### config.mk
export PLATFORM = sky130hd
export DESIGN_NAME = base64_stream_decoder
export DESIGN_NICKNAME = d
export VERILOG_FILES = /design/src/rtl/b64_pkg.sv /design/src/rtl/b64_char_map.sv /design/src/rtl/b64_decode_core.sv /design/src/rtl/base64_stream_decoder.sv
export VERILOG_INCLUDE_DIRS = /design/src /design/src/rtl
export SDC_FILE = /design/constraint.sdc
export NUM_CORES = 1
export LEC_CHECK = 0
export BUFFER_PORTS_ARGS = -buffer_cell sky130_fd_sc_hd__buf_2
export CAP_MARGIN = 20
export CORE_AREA = 2 2 86 88
export CTS_BUF_LIST = sky130_fd_sc_hd__clkbuf_4 sky130_fd_sc_hd__clkbuf_8
export DETAILED_ROUTE_END_ITERATION = 10
export DIE_AREA = 0 0 88 90
export GPL_ROUTABILITY_DRIVEN = 1
export HOLD_SLACK_MARGIN = 0.06
export PLACE_DENSITY_LB_ADDON = 0.1
export SLEW_MARGIN = 20
export SYNTH_ARGS = -nofsm -noshare
export SYNTH_HDL_FRONTEND = slang
export SYNTH_SLANG_ARGS = --single-unit
export TNS_END_PERCENT = 20
### constraint.sdc
create_clock -name clock -period 2.9 [get_ports clock]
set_input_delay 0.145 -clock clock [delete_from_list [all_inputs] [get_ports clock]]
set_output_delay 0.145 -clock clock [all_outputs]
set_load 0.05 [all_outputs]
### src/rtl/assert_macros.svh
// Assertion helpers for the decoder modules.
// Each module that asserts has ports named clock and reset.
`ifndef ASSERT_MACROS_SVH
`define ASSERT_MACROS_SVH

// Check that a condition implies another in the same cycle.
`define B64_ASSERT_SAME(label, ante, cons, msg) \
   label: assert property (@(posedge clock) disable iff (reset) (ante) |-> (cons)) \
      else $error(msg);

// Check that a condition implies another in the next cycle.
`define B64_ASSERT_NEXT(label, ante, cons, msg) \
   label: assert property (@(posedge clock) disable iff (reset) (ante) |=> (cons)) \
      else $error(msg);

`endif

### src/rtl/b64_pkg.sv
package b64_pkg;

   // Alphabet characters
   localparam logic [7:0] CHAR_UPPER_A    = 8'd65;
   localparam logic [7:0] CHAR_UPPER_Z    = 8'd90;
   localparam logic [7:0] CHAR_LOWER_A    = 8'd97;
   localparam logic [7:0] CHAR_LOWER_Z    = 8'd122;
   localparam logic [7:0] CHAR_DIGIT_0    = 8'd48;
   localparam logic [7:0] CHAR_DIGIT_9    = 8'd57;
   localparam logic [7:0] CHAR_PLUS       = 8'd43;
   localparam logic [7:0] CHAR_SLASH      = 8'd47;
   localparam logic [7:0] CHAR_DASH       = 8'd45;
   localparam logic [7:0] CHAR_UNDERSCORE = 8'd95;
   localparam logic [7:0] CHAR_PAD        = 8'd61;

   // Offsets that turn a character into its sextet (modulo 256)
   localparam logic [7:0] OFFSET_LOWER = 8'd71;   // 'a' - 26
   localparam logic [7:0] OFFSET_DIGIT = 8'd4;    // 52 - '0'

   localparam logic [5:0] SEXTET_62 = 6'd62;
   localparam logic [5:0] SEXTET_63 = 6'd63;

   // Alphabet modes
   localparam logic MODE_STANDARD = 1'b0;
   localparam logic MODE_URL      = 1'b1;

   // Status codes
   localparam logic [1:0] STATUS_OK         = 2'd0;
   localparam logic [1:0] STATUS_BAD_CHAR   = 2'd1;
   localparam logic [1:0] STATUS_BAD_LENGTH = 2'd2;

   // Quantum positions
   localparam logic [1:0] POS_FIRST  = 2'd0;
   localparam logic [1:0] POS_SECOND = 2'd1;
   localparam logic [1:0] POS_THIRD  = 2'd2;
   localparam logic [1:0] POS_FOURTH = 2'd3;

   typedef struct packed {
      logic [5:0] sextet;
      logic       is_pad;
      logic       is_bad;
   } sextet_type;

   typedef struct packed {
      logic [7:0] data_byte;
      logic       byte_valid;
      logic [1:0] status;
      logic       message_end;
   } result_type;

endpackage

### src/rtl/b64_char_map.sv
module b64_char_map (
   input  logic                [7:0] text_char,
   input  logic                      alphabet_mode,
   output b64_pkg::sextet_type       map
);

   logic [7:0] upper_ofs;
   logic [7:0] lower_ofs;
   logic [7:0] digit_ofs;

   assign upper_ofs = text_char - b64_pkg::CHAR_UPPER_A;
   assign lower_ofs = text_char - b64_pkg::OFFSET_LOWER;
   assign digit_ofs = text_char + b64_pkg::OFFSET_DIGIT;

   // Translate one character into a sextet, a pad mark or a reject
   always_comb begin
      map.sextet = '0;
      map.is_pad = 1'b0;
      map.is_bad = 1'b0;
      priority if (text_char >= b64_pkg::CHAR_UPPER_A && text_char <= b64_pkg::CHAR_UPPER_Z) begin
         map.sextet = upper_ofs[5:0];
      end else if (text_char >= b64_pkg::CHAR_LOWER_A &&
                   text_char <= b64_pkg::CHAR_LOWER_Z) begin
         map.sextet = lower_ofs[5:0];
      end else if (text_char >= b64_pkg::CHAR_DIGIT_0 &&
                   text_char <= b64_pkg::CHAR_DIGIT_9) begin
         map.sextet = digit_ofs[5:0];
      end else if (alphabet_mode == b64_pkg::MODE_URL) begin
         priority if (text_char == b64_pkg::CHAR_DASH) begin
            map.sextet = b64_pkg::SEXTET_62;
         end else if (text_char == b64_pkg::CHAR_UNDERSCORE) begin
            map.sextet = b64_pkg::SEXTET_63;
         end else begin
            map.is_bad = 1'b1;
         end
      end else begin
         priority if (text_char == b64_pkg::CHAR_PLUS) begin
            map.sextet = b64_pkg::SEXTET_62;
         end else if (text_char == b64_pkg::CHAR_SLASH) begin
            map.sextet = b64_pkg::SEXTET_63;
         end else if (text_char == b64_pkg::CHAR_PAD) begin
            map.is_pad = 1'b1;
         end else begin
            map.is_bad = 1'b1;
         end
      end
   end

endmodule

### src/rtl/b64_decode_core.sv
`include "assert_macros.svh"

module b64_decode_core (
   input  logic                      clock,
   input  logic                      reset,
   input  logic                      advance,
   input  logic                      alphabet_mode,
   input  logic                [7:0] text_char,
   input  logic                      last_char,
   output b64_pkg::result_type       result
);

   logic [1:0] pos_ff;
   logic [1:0] pos_in;
   logic [5:0] prev_ff;
   logic [5:0] prev_in;
   logic       pad_stop_ff;
   logic       pad_stop_in;
   logic       err_ff;
   logic       err_in;

   b64_pkg::sextet_type map;

   logic       url;
   logic       active;
   logic       bad;
   logic       pad;
   logic [5:0] sextet;
   logic       emit;
   logic       err_now;
   logic       len_bad;

   b64_char_map u_char_map (
      .text_char     (text_char),
      .alphabet_mode (alphabet_mode),
      .map           (map)
   );

   assign url    = (alphabet_mode == b64_pkg::MODE_URL);
   assign active = !err_ff && !pad_stop_ff;

   // Classify the character for its place in the quantum
   always_comb begin
      bad    = 1'b0;
      pad    = 1'b0;
      sextet = map.sextet;
      priority if (pos_ff == b64_pkg::POS_FIRST || pos_ff == b64_pkg::POS_SECOND) begin
         bad = map.is_bad || map.is_pad;
      end else if (!url) begin
         pad = map.is_pad;
         bad = map.is_bad;
      end else if (map.is_bad) begin
         // URL tail: a reject decodes as zero unless it is the last character
         // and sits in the third slot
         if (pos_ff == b64_pkg::POS_THIRD && last_char) begin
            bad = 1'b1;
         end else begin
            sextet = '0;
         end
      end else begin
         // URL tail character from the alphabet: take it as mapped
         sextet = map.sextet;
      end
   end

   assign emit    = active && !bad && !pad && (pos_ff != b64_pkg::POS_FIRST);
   assign err_now = err_ff || (active && bad);
   assign len_bad = url ? (pos_ff == b64_pkg::POS_FIRST) : (pos_ff != b64_pkg::POS_FOURTH);

   // Assemble the result for this character
   always_comb begin
      result.data_byte   = '0;
      result.byte_valid  = emit;
      result.message_end = last_char;
      if (emit) begin
         unique case (pos_ff)
            b64_pkg::POS_SECOND: result.data_byte = {prev_ff, sextet[5:4]};
            b64_pkg::POS_THIRD:  result.data_byte = {prev_ff[3:0], sextet[5:2]};
            b64_pkg::POS_FOURTH: result.data_byte = {prev_ff[1:0], sextet};
            default:             result.data_byte = '0;
         endcase
      end
      priority if (err_now) begin
         result.status = b64_pkg::STATUS_BAD_CHAR;
      end else if (last_char && len_bad) begin
         result.status = b64_pkg::STATUS_BAD_LENGTH;
      end else begin
         result.status = b64_pkg::STATUS_OK;
      end
   end

   // Advance the quantum state; clear it at the end of a message
   always_comb begin
      pos_in      = pos_ff;
      prev_in     = prev_ff;
      pad_stop_in = pad_stop_ff;
      err_in      = err_ff;
      if (advance) begin
         if (last_char) begin
            pos_in      = b64_pkg::POS_FIRST;
            prev_in     = '0;
            pad_stop_in = 1'b0;
            err_in      = 1'b0;
         end else begin
            pos_in = pos_ff + 2'd1;
            err_in = err_now;
            if (active && pad) begin
               pad_stop_in = 1'b1;
            end
            if (active && !bad && !pad) begin
               prev_in = sextet;
            end
         end
      end
   end

   always_ff @(posedge clock) begin
      if (reset) begin
         pos_ff      <= b64_pkg::POS_FIRST;
         prev_ff     <= '0;
         pad_stop_ff <= 1'b0;
         err_ff      <= 1'b0;
      end else begin
         pos_ff      <= pos_in;
         prev_ff     <= prev_in;
         pad_stop_ff <= pad_stop_in;
         err_ff      <= err_in;
      end
   end

   `B64_ASSERT_NEXT(a_end_clears, advance && last_char,
      pos_ff == b64_pkg::POS_FIRST && !err_ff && !pad_stop_ff,
      "message end did not clear the quantum state")
   `B64_ASSERT_SAME(a_pad_err_excl, pad_stop_ff, !err_ff,
      "padding stop and error latched together")
   `B64_ASSERT_SAME(a_no_byte_first, result.byte_valid, pos_ff != b64_pkg::POS_FIRST,
      "byte completed at the first position of a quantum")

endmodule

### src/rtl/base64_stream_decoder.sv
// Base64 text decoder, one character per transaction.
// req_* carries characters (tlast marks the last character of a message).
// rsp_* carries one result per character: the decoded byte with its valid
// flag and a status code; rsp_tlast repeats the message end mark.
// csr_* writes the alphabet mode (0 standard with padding, 1 URL-safe);
// write it only while no character is in flight.
// An accepted character is held in the input register, then decoded
// into the output register, which presents its result on rsp_*.
// Throughput: one character per cycle unless the receiver stalls;
// the decode logic and quantum state update fit in the single stage
// between the two registers.
// Reset clears the alphabet mode to standard and the quantum state, and
// empties both registers. When the receiver stalls, the output register
// holds its result, the input register takes one more character, and
// req_tready then drops until the output drains.
`include "assert_macros.svh"

module base64_stream_decoder (
   input  logic       clock,
   input  logic       reset,
   // character input
   input  logic       req_tvalid,
   output logic       req_tready,
   input  logic [7:0] req_tdata,    // [7:0] text_char
   input  logic       req_tlast,    // last_char
   // decoded output
   output logic       rsp_tvalid,
   input  logic       rsp_tready,
   output logic [7:0] rsp_tdata,    // [7:0] data_byte
   output logic [2:0] rsp_tuser,    // [0] byte_valid, [2:1] status
   output logic       rsp_tlast,    // message_end
   // mode register write
   input  logic       csr_valid,
   output logic       csr_ready,
   input  logic       csr_data      // alphabet_mode
);

   logic       mode_ff;
   logic       mode_in;
   logic       in_valid_ff;
   logic       in_valid_in;
   logic [7:0] in_char_ff;
   logic       in_last_ff;
   logic       out_valid_ff;
   logic       out_valid_in;

   b64_pkg::result_type out_ff;
   b64_pkg::result_type result;

   logic out_open;
   logic advance;
   logic req_fire;

   assign out_open   = !out_valid_ff || rsp_tready;
   assign advance    = in_valid_ff && out_open;
   assign req_tready = !in_valid_ff || out_open;
   assign req_fire   = req_tvalid && req_tready;
   assign csr_ready  = 1'b1;

   b64_decode_core u_decode_core (
      .clock         (clock),
      .reset         (reset),
      .advance       (advance),
      .alphabet_mode (mode_ff),
      .text_char     (in_char_ff),
      .last_char     (in_last_ff),
      .result        (result)
   );

   // Next values of the control registers
   always_comb begin
      mode_in = csr_valid ? csr_data : mode_ff;
      priority if (req_fire) begin
         in_valid_in = 1'b1;
      end else if (advance) begin
         in_valid_in = 1'b0;
      end else begin
         in_valid_in = in_valid_ff;
      end
      priority if (advance) begin
         out_valid_in = 1'b1;
      end else if (rsp_tready) begin
         out_valid_in = 1'b0;
      end else begin
         out_valid_in = out_valid_ff;
      end
   end

   always_ff @(posedge clock) begin
      if (reset) begin
         mode_ff      <= b64_pkg::MODE_STANDARD;
         in_valid_ff  <= 1'b0;
         out_valid_ff <= 1'b0;
      end else begin
         mode_ff      <= mode_in;
         in_valid_ff  <= in_valid_in;
         out_valid_ff <= out_valid_in;
      end
   end

   // Capture the character and the decoded result
   always_ff @(posedge clock) begin
      if (req_fire) begin
         in_char_ff <= req_tdata;
         in_last_ff <= req_tlast;
      end
      if (advance) begin
         out_ff <= result;
      end
   end

   assign rsp_tvalid = out_valid_ff;
   assign rsp_tdata  = out_ff.data_byte;
   assign rsp_tuser  = {out_ff.status, out_ff.byte_valid};
   assign rsp_tlast  = out_ff.message_end;

   `B64_ASSERT_NEXT(a_accept_loads, req_fire, in_valid_ff,
      "accepted character not held in the input register")
   `B64_ASSERT_NEXT(a_advance_fills, advance, out_valid_ff,
      "decoded character not held in the output register")

endmodule
==> impl_metrics.json, run 1 <==
{
  "status": "finished clean",
  "rsz0062_at_grt": "false",
  "drc": 0,
  "yosys-top-cells-count": "nor2_1, edfxtp_1, nand2_1",
  "antenna_found_initial": 0,
  "fillers": 716,
  "grt_usage_pct": 12.6,
  "die_y_um": 90,
  "seq_area_frac_synth_pct": 43.8,
  "overflow": 0,
  "syn-cell-area_um2": 2030,
  "synth.area.top_cells": "edfxtp_1, dfxtp_1, ha_1",
  "max_cap_viol_count": 0,
  "fin_crit_sh_pct": 92.2,
  "grt_first_pass_wirelength_um": 7780,
  "ant_nets": 0,
  "synth_fp_nets": 235,
  "firstDrtPassIters": 4,
  "path_clk_slew_ns": 0.07,
  "die_area_um2": 7920,
  "numCtsBuffers": 5,
  "finalCriticalPeriod_ns": 2.67,
  "path_max_fanout": 9,
  "finalSetupViolations": 0,
  "diodes": 0,
  "yosysMostFrequentCell": "nor2_1",
  "postCtsSetupRepairBufs": 0,
  "io-pin-count": 30,
  "holdCritPathClass": "input port to flip-flop",
  "max_freq_mhz": 374,
  "layout_setup_ws_ns": 0.226,
  "async_flop_share_pct": 0,
  "synth.distinct_cells": 49,
  "rrSetupSlack_ns": 0.23,
  "vdd_drop_max_v": 0.000150,
  "cts_tree": "built",
  "maxSlewViolCount": 0,
  "vias": 1704,
  "synth_ff_type": "edfxtp_1",
  "cts_resized": 0,
  "worstMarginPinSlew_ns": 0.630,
  "skew_ns": 0.00409,
  "start_util_pct": 29.0,
  "total_leakage_power_nw": 1.01,
  "final_hold_viol_count": 0,
  "powerDensity_nw_per_um2": 423,
  "ys_warn_count": 0,
  "clock-sinks": 34,
  "avgSynthCellArea_um2": 9.82,
  "tns_ns": 0,
  "core-area_um2": 7020,
  "place_congestion": 0.761,
  "worstSkewPairLatency_ns": 0.28,
  "synth_edf_count": 21,
  "start_kind": "flip-flop",
  "area_growth_pct": 26.8,
  "port_buffers": 28,
  "viasPerCell": 4.71,
  "ctsHtreeMaxLevel": 2,
  "synth_top_area_cell": "edfxtp_1",
  "endpoint_kind": "flip-flop",
  "root_buffer": "clkbuf_8",
  "cp_data_required_time_ns": 2.93,
  "layout-drive-gt1-share_pct": 25.1,
  "yosys.area.top_type_share_pct": 31.0,
  "utilization_pct": 36.7,
  "synth_cells": 207,
  "cts_hold_buf": 9,
  "criticalPathCategory": "flip-flop to flip-flop",
  "wl_per_cell_um": 12.9,
  "dp_slack_ns": 0.216,
  "nets": 290,
  "dpl.hpwl_um": 3550,
  "die_x_um": 88,
  "first_global_vias": 1645,
  "clk_path_buf_depth": 2,
  "whs_ns": 0.0826,
  "wl_um": 4670,
  "drt_iter0_drc": 90,
  "synth_seq_cells": 34,
  "num_rows": 31,
  "critical_path_arrival_ns": 2.71,
  "slew_headroom_pct": 58.0,
  "grt_max_degree": 18
}
[registers in the layout, indices dropped and copies added (netlist names)]
| signal | flops |
|---|---|
| u_decode_core.err_ff | 1 |
| u_decode_core.pad_stop_ff | 1 |
| in_last_ff | 1 |
| u_decode_core.prev_ff | 6 |
| in_char_ff | 8 |
| rsp_tuser | 3 |
| rsp_tlast | 1 |
| mode_ff | 1 |
| in_valid_ff | 1 |
| u_decode_core.pos_ff | 2 |
| rsp_tdata | 8 |
| rsp_tvalid | 1 |
[power by group]
part,switching [mW],total (mW),leakage [nW],internal (mW)
Sequential,0.0172,0.551,0.305,0.534
Combinational,0.115,0.190,0.655,0.0756
Clock,0.174,0.348,0.0460,0.174
[critical path, stage by stage (launching register included)]
cell	delay (ns)
edfxtp_1	0.39
buf_4	0.17
ha_1	0.19
buf_4	0.16
o21ai_0	0.13
o21ai_0	0.09
a21bo_2	0.24
buf_4	0.14
nand2b_1	0.16
or3_4	0.42
nand4b_1	0.10
buf_4	0.17
a21oi_1	0.06
[cell type report]
| cell class | instances | area [um^2] | area share, % |
|---|---|---|---|
| inverter | 11 | 41.3 | 1.60 |
| clock buffer | 6 | 76.3 | 2.96 |
| sequential | 34 | 891 | 34.6 |
| clock inverter | 2 | 8.76 | 0.340 |
| tap | 99 | 124 | 4.81 |
| timing repair buffer | 58 | 388 | 15.0 |
| multi-input combinational | 152 | 1050 | 40.7 |
[metal layers]
layer	vias up	share of wire, %	GRT usage [%]
li1	877	-	-
met3	8	3.1	2.20
met2	40	49	21.1
met4	0	1.9	5.00
met5	-	0	0
met1	779	46	15.8
[per-stage QoR]
| stage | power, mW | instance area, um^2 | instances |
|---|---|---|---|
| 6_report | 1.09 | 2580 | 362 |
| 5_1_grt | 1.14 | 2580 | 362 |
| 4_1_cts | 1.11 | 2580 | 362 |
| 3_5_place_dp | 0.744 | 2400 | 345 |
| 3_3_place_gp | 0.746 | 2400 | 345 |
| 2_1_floorplan | 0.682 | 2030 | 207 |
[placed cells by master (no fill, tap or decap), types with 8 or more instances in the layout]
cell and count:
o21ai_0 8, dlygate4sd3_1 9, buf_2 28, edfxtp_1 21
dfxtp_1 13, a21oi_1 12, ha_1 13, inv_1 11
buf_4 21, nand2_1 16, nor2_1 27
[final timing paths]
| path | startpoint | endpoint | depth (start not counted) |
|---|---|---|---|
| setup / recovery | in_char_ff[3] | rsp_tdata[1] | 12 |
| hold / removal | req_tvalid | in_valid_ff | 3 |
| setup reg to reg | in_char_ff[3] | rsp_tdata[1] | 12 |
| hold reg to reg | u_decode_core.prev_ff[4] | u_decode_core.prev_ff[4] | 1 |
[cells by family (layout without fill, tap and decap cells)]
family | after synthesis | after routing | synth area share, %
xor gates and xnor gates | 4 | 4 | 1.72
DFF | 34 | 34 | 43.8
AOI/OAI and AO/OA | 50 | 50 | 19.9
other | 1 | 1 | 0.184
adders and majority gates | 13 | 13 | 8.00
muxes | 1 | 1 | 0.492
and+or+nand+nor | 83 | 83 | 21.3
buffers and inverters | 21 | 77 | 4.62
Power figures use the tool's default switching activity.
==> run 2: changes to the inputs <==
PLACE_DENSITY = 0.51   (was default)
PLACE_DENSITY_LB_ADDON = default   (was 0.1)
==> run 2 against run 1 <==
Effect of this change:
- sequential power is essentially flat
- sequential share of layout area shrank 0.61 points
- critical path depth shrank 1
- cell count grew 0.55%
- clock skew is essentially flat
==> impl_metrics.json, run 2 (same netlist as run 1, synthesis figures left out) <==
{
  "drc": 0,
  "viasPerCell": 4.77,
  "grt_max_degree": 18,
  "crit_path_cell_trace": "inv_1, buf_4, ha_1, a2111oi_4, buf_4, a211oi_4, or2_1, or3_4, nand4b_1, buf_4, nor2_1",
  "start_kind": "flip-flop",
  "criticalPathCategory": "flip-flop to flip-flop",
  "area.sequential_um2": 891,
  "skew_ns": 0.00456,
  "grt_first_pass_wirelength_um": 7650,
  "antenna_found_initial": 0,
  "cp_slowest_cell": "or3_4",
  "final_common_cell": "buf_2",
  "die_area_um2": 7920,
  "placed_cell_area_um2": 2370,
  "p_comb_share_pct": 18.4,
  "worstSkewPairLatency_ns": 0.28,
  "die_x_um": 88,
  "finalSetupViolations": 0,
  "slew_headroom_pct": 55.3,
  "num_rows": 31,
  "p_clk_share_pct": 30.7,
  "nets": 292,
  "vdd_drop_max_v": 0.000277,
  "max_freq_mhz": 366,
  "ctsHtreeMaxLevel": 2,
  "path_max_fanout": 9,
  "final_cell_area_um2": 2620,
  "power_frac_seq_pct": 51.0,
  "grt_usage_pct": 12.0,
  "layout_setup_ws_ns": 0.167,
  "clk_path_buf_depth": 2,
  "endpoint_kind": "flip-flop",
  "path_clk_slew_ns": 0.07,
  "firstDrtPassIters": 4,
  "numCtsBuffers": 5,
  "multiInputGateArea_um2": 1080,
  "rsz0062_at_grt": "true",
  "first_global_vias": 1677,
  "power_mw": 1.08,
  "area_growth_pct": 29.0,
  "port_buffers": 28,
  "ant_nets": 0,
  "drt_iter0_drc": 68,
  "status": "finished clean",
  "io-pin-count": 30,
  "final_hold_viol_count": 0,
  "holdCritPathClass": "input port to flip-flop",
  "powerDensity_nw_per_um2": 413,
  "path_delay_family": "simple AND/OR/NAND/NOR gates",
  "cp_data_required_time_ns": 2.93,
  "crit_path_frequent_cell": "buf_4",
  "wl_um": 4630,
  "p_sw_mw": 0.305,
  "clock-sinks": 34,
  "core-area_um2": 7020,
  "max_cap_viol_count": 0,
  "diodes": 0,
  "place_congestion": 0.893,
  "wl_per_cell_um": 12.7,
  "total_leakage_power_nw": 1.01,
  "worst-path-buf-inv": 4,
  "root_buffer": "clkbuf_8",
  "overflow": 0,
  "cts_tree": "built",
  "critical_path_arrival_ns": 2.76,
  "die_y_um": 90,
  "finalCriticalPeriod_ns": 2.73,
  "layout-drive-gt1-share_pct": 26.0,
  "final_cell_mix": "buf_2, nor2_1, buf_4",
  "internal-power_mw": 0.779,
  "maxSlewViolCount": 0,
  "p_sw_share_pct": 28.2,
  "vias": 1738,
  "crit_path_max_incr_delay_ns": 0.41,
  "fin_crit_sh_pct": 94.2,
  "dpl.hpwl_um": 3420,
  "fillers": 721,
  "worstMarginPinSlew_ns": 0.670,
  "start_util_pct": 29.0,
  "dp_slack_ns": 0.0138
}
[run 2: per-stage QoR]
step / util, % / hold WS [ns] / instances / TNS (ns)
after global placement: 33.8 / 0.322 / 341 / 0
after global routing: 37.4 / 0.103 / 364 / -0.0109
final: 37.4 / 0.0879 / 364 / 0
after CTS: 36.3 / 0.0841 / 358 / 0
after floorplan: - / 0.214 / 207 / 0
after detailed placement: 33.8 / 0.323 / 341 / 0
[run 2: per-layer routing]
layer	global-route usage, %	wire length [um]	vias up
met3	2.75	172	7
met1	15.7	2230	806
li1	-	-	885
met2	19.4	2180	40
met4	3.59	55	0
met5	0	0	-
[run 2: worst paths after layout]
check | end | slack (ns) | cells after the start | from
worst min-delay path | in_valid_ff | 0.09 | 3 | req_tvalid
worst max register to register | rsp_tdata[6] | 0.17 | 11 | in_char_ff[2]
worst max-delay path | rsp_tdata[6] | 0.17 | 11 | in_char_ff[2]
worst min register to register | u_decode_core.prev_ff[4] | 0.49 | 1 | u_decode_core.prev_ff[4]
[run 2: area by class of cell]
cell class | count | share of cell area, %
clock buffer | 5 | 2.62
clock inverter | 3 | 0.620
inverter | 11 | 1.57
multi-input combinational | 152 | 41.2
sequential | 34 | 34.0
tap | 99 | 4.72
timing repair buffer | 60 | 15.4
[run 2: power by group through the flow]
stage                     Clock, mW  Sequential (mW)  Combinational (mW)
after floorplan                   0            0.585              0.0966
after global placement            0            0.562               0.179
after detailed placement          0            0.563               0.179
after CTS                     0.342            0.552               0.188
after global routing          0.363            0.555               0.218
final                         0.332            0.552               0.199
[run 2: worst reg2reg max path, stage by stage, from the launching register on]
cell and delay [ns]:
edfxtp_1 0.40, inv_1 0.08, buf_4 0.14, ha_1 0.23
a2111oi_4 0.34, buf_4 0.20, a211oi_4 0.06, or2_1 0.30
or3_4 0.41, nand4b_1 0.10, buf_4 0.17, nor2_1 0.06
[run 2: repair_timing]
item / in CTS / in global routing
hold endpoints to repair: 9 / 0
setup endpoints to repair: 0 / 15
hold buffers: 9 / 0
gates resized for setup: 0 / 4
buffers inserted: 0 / 6
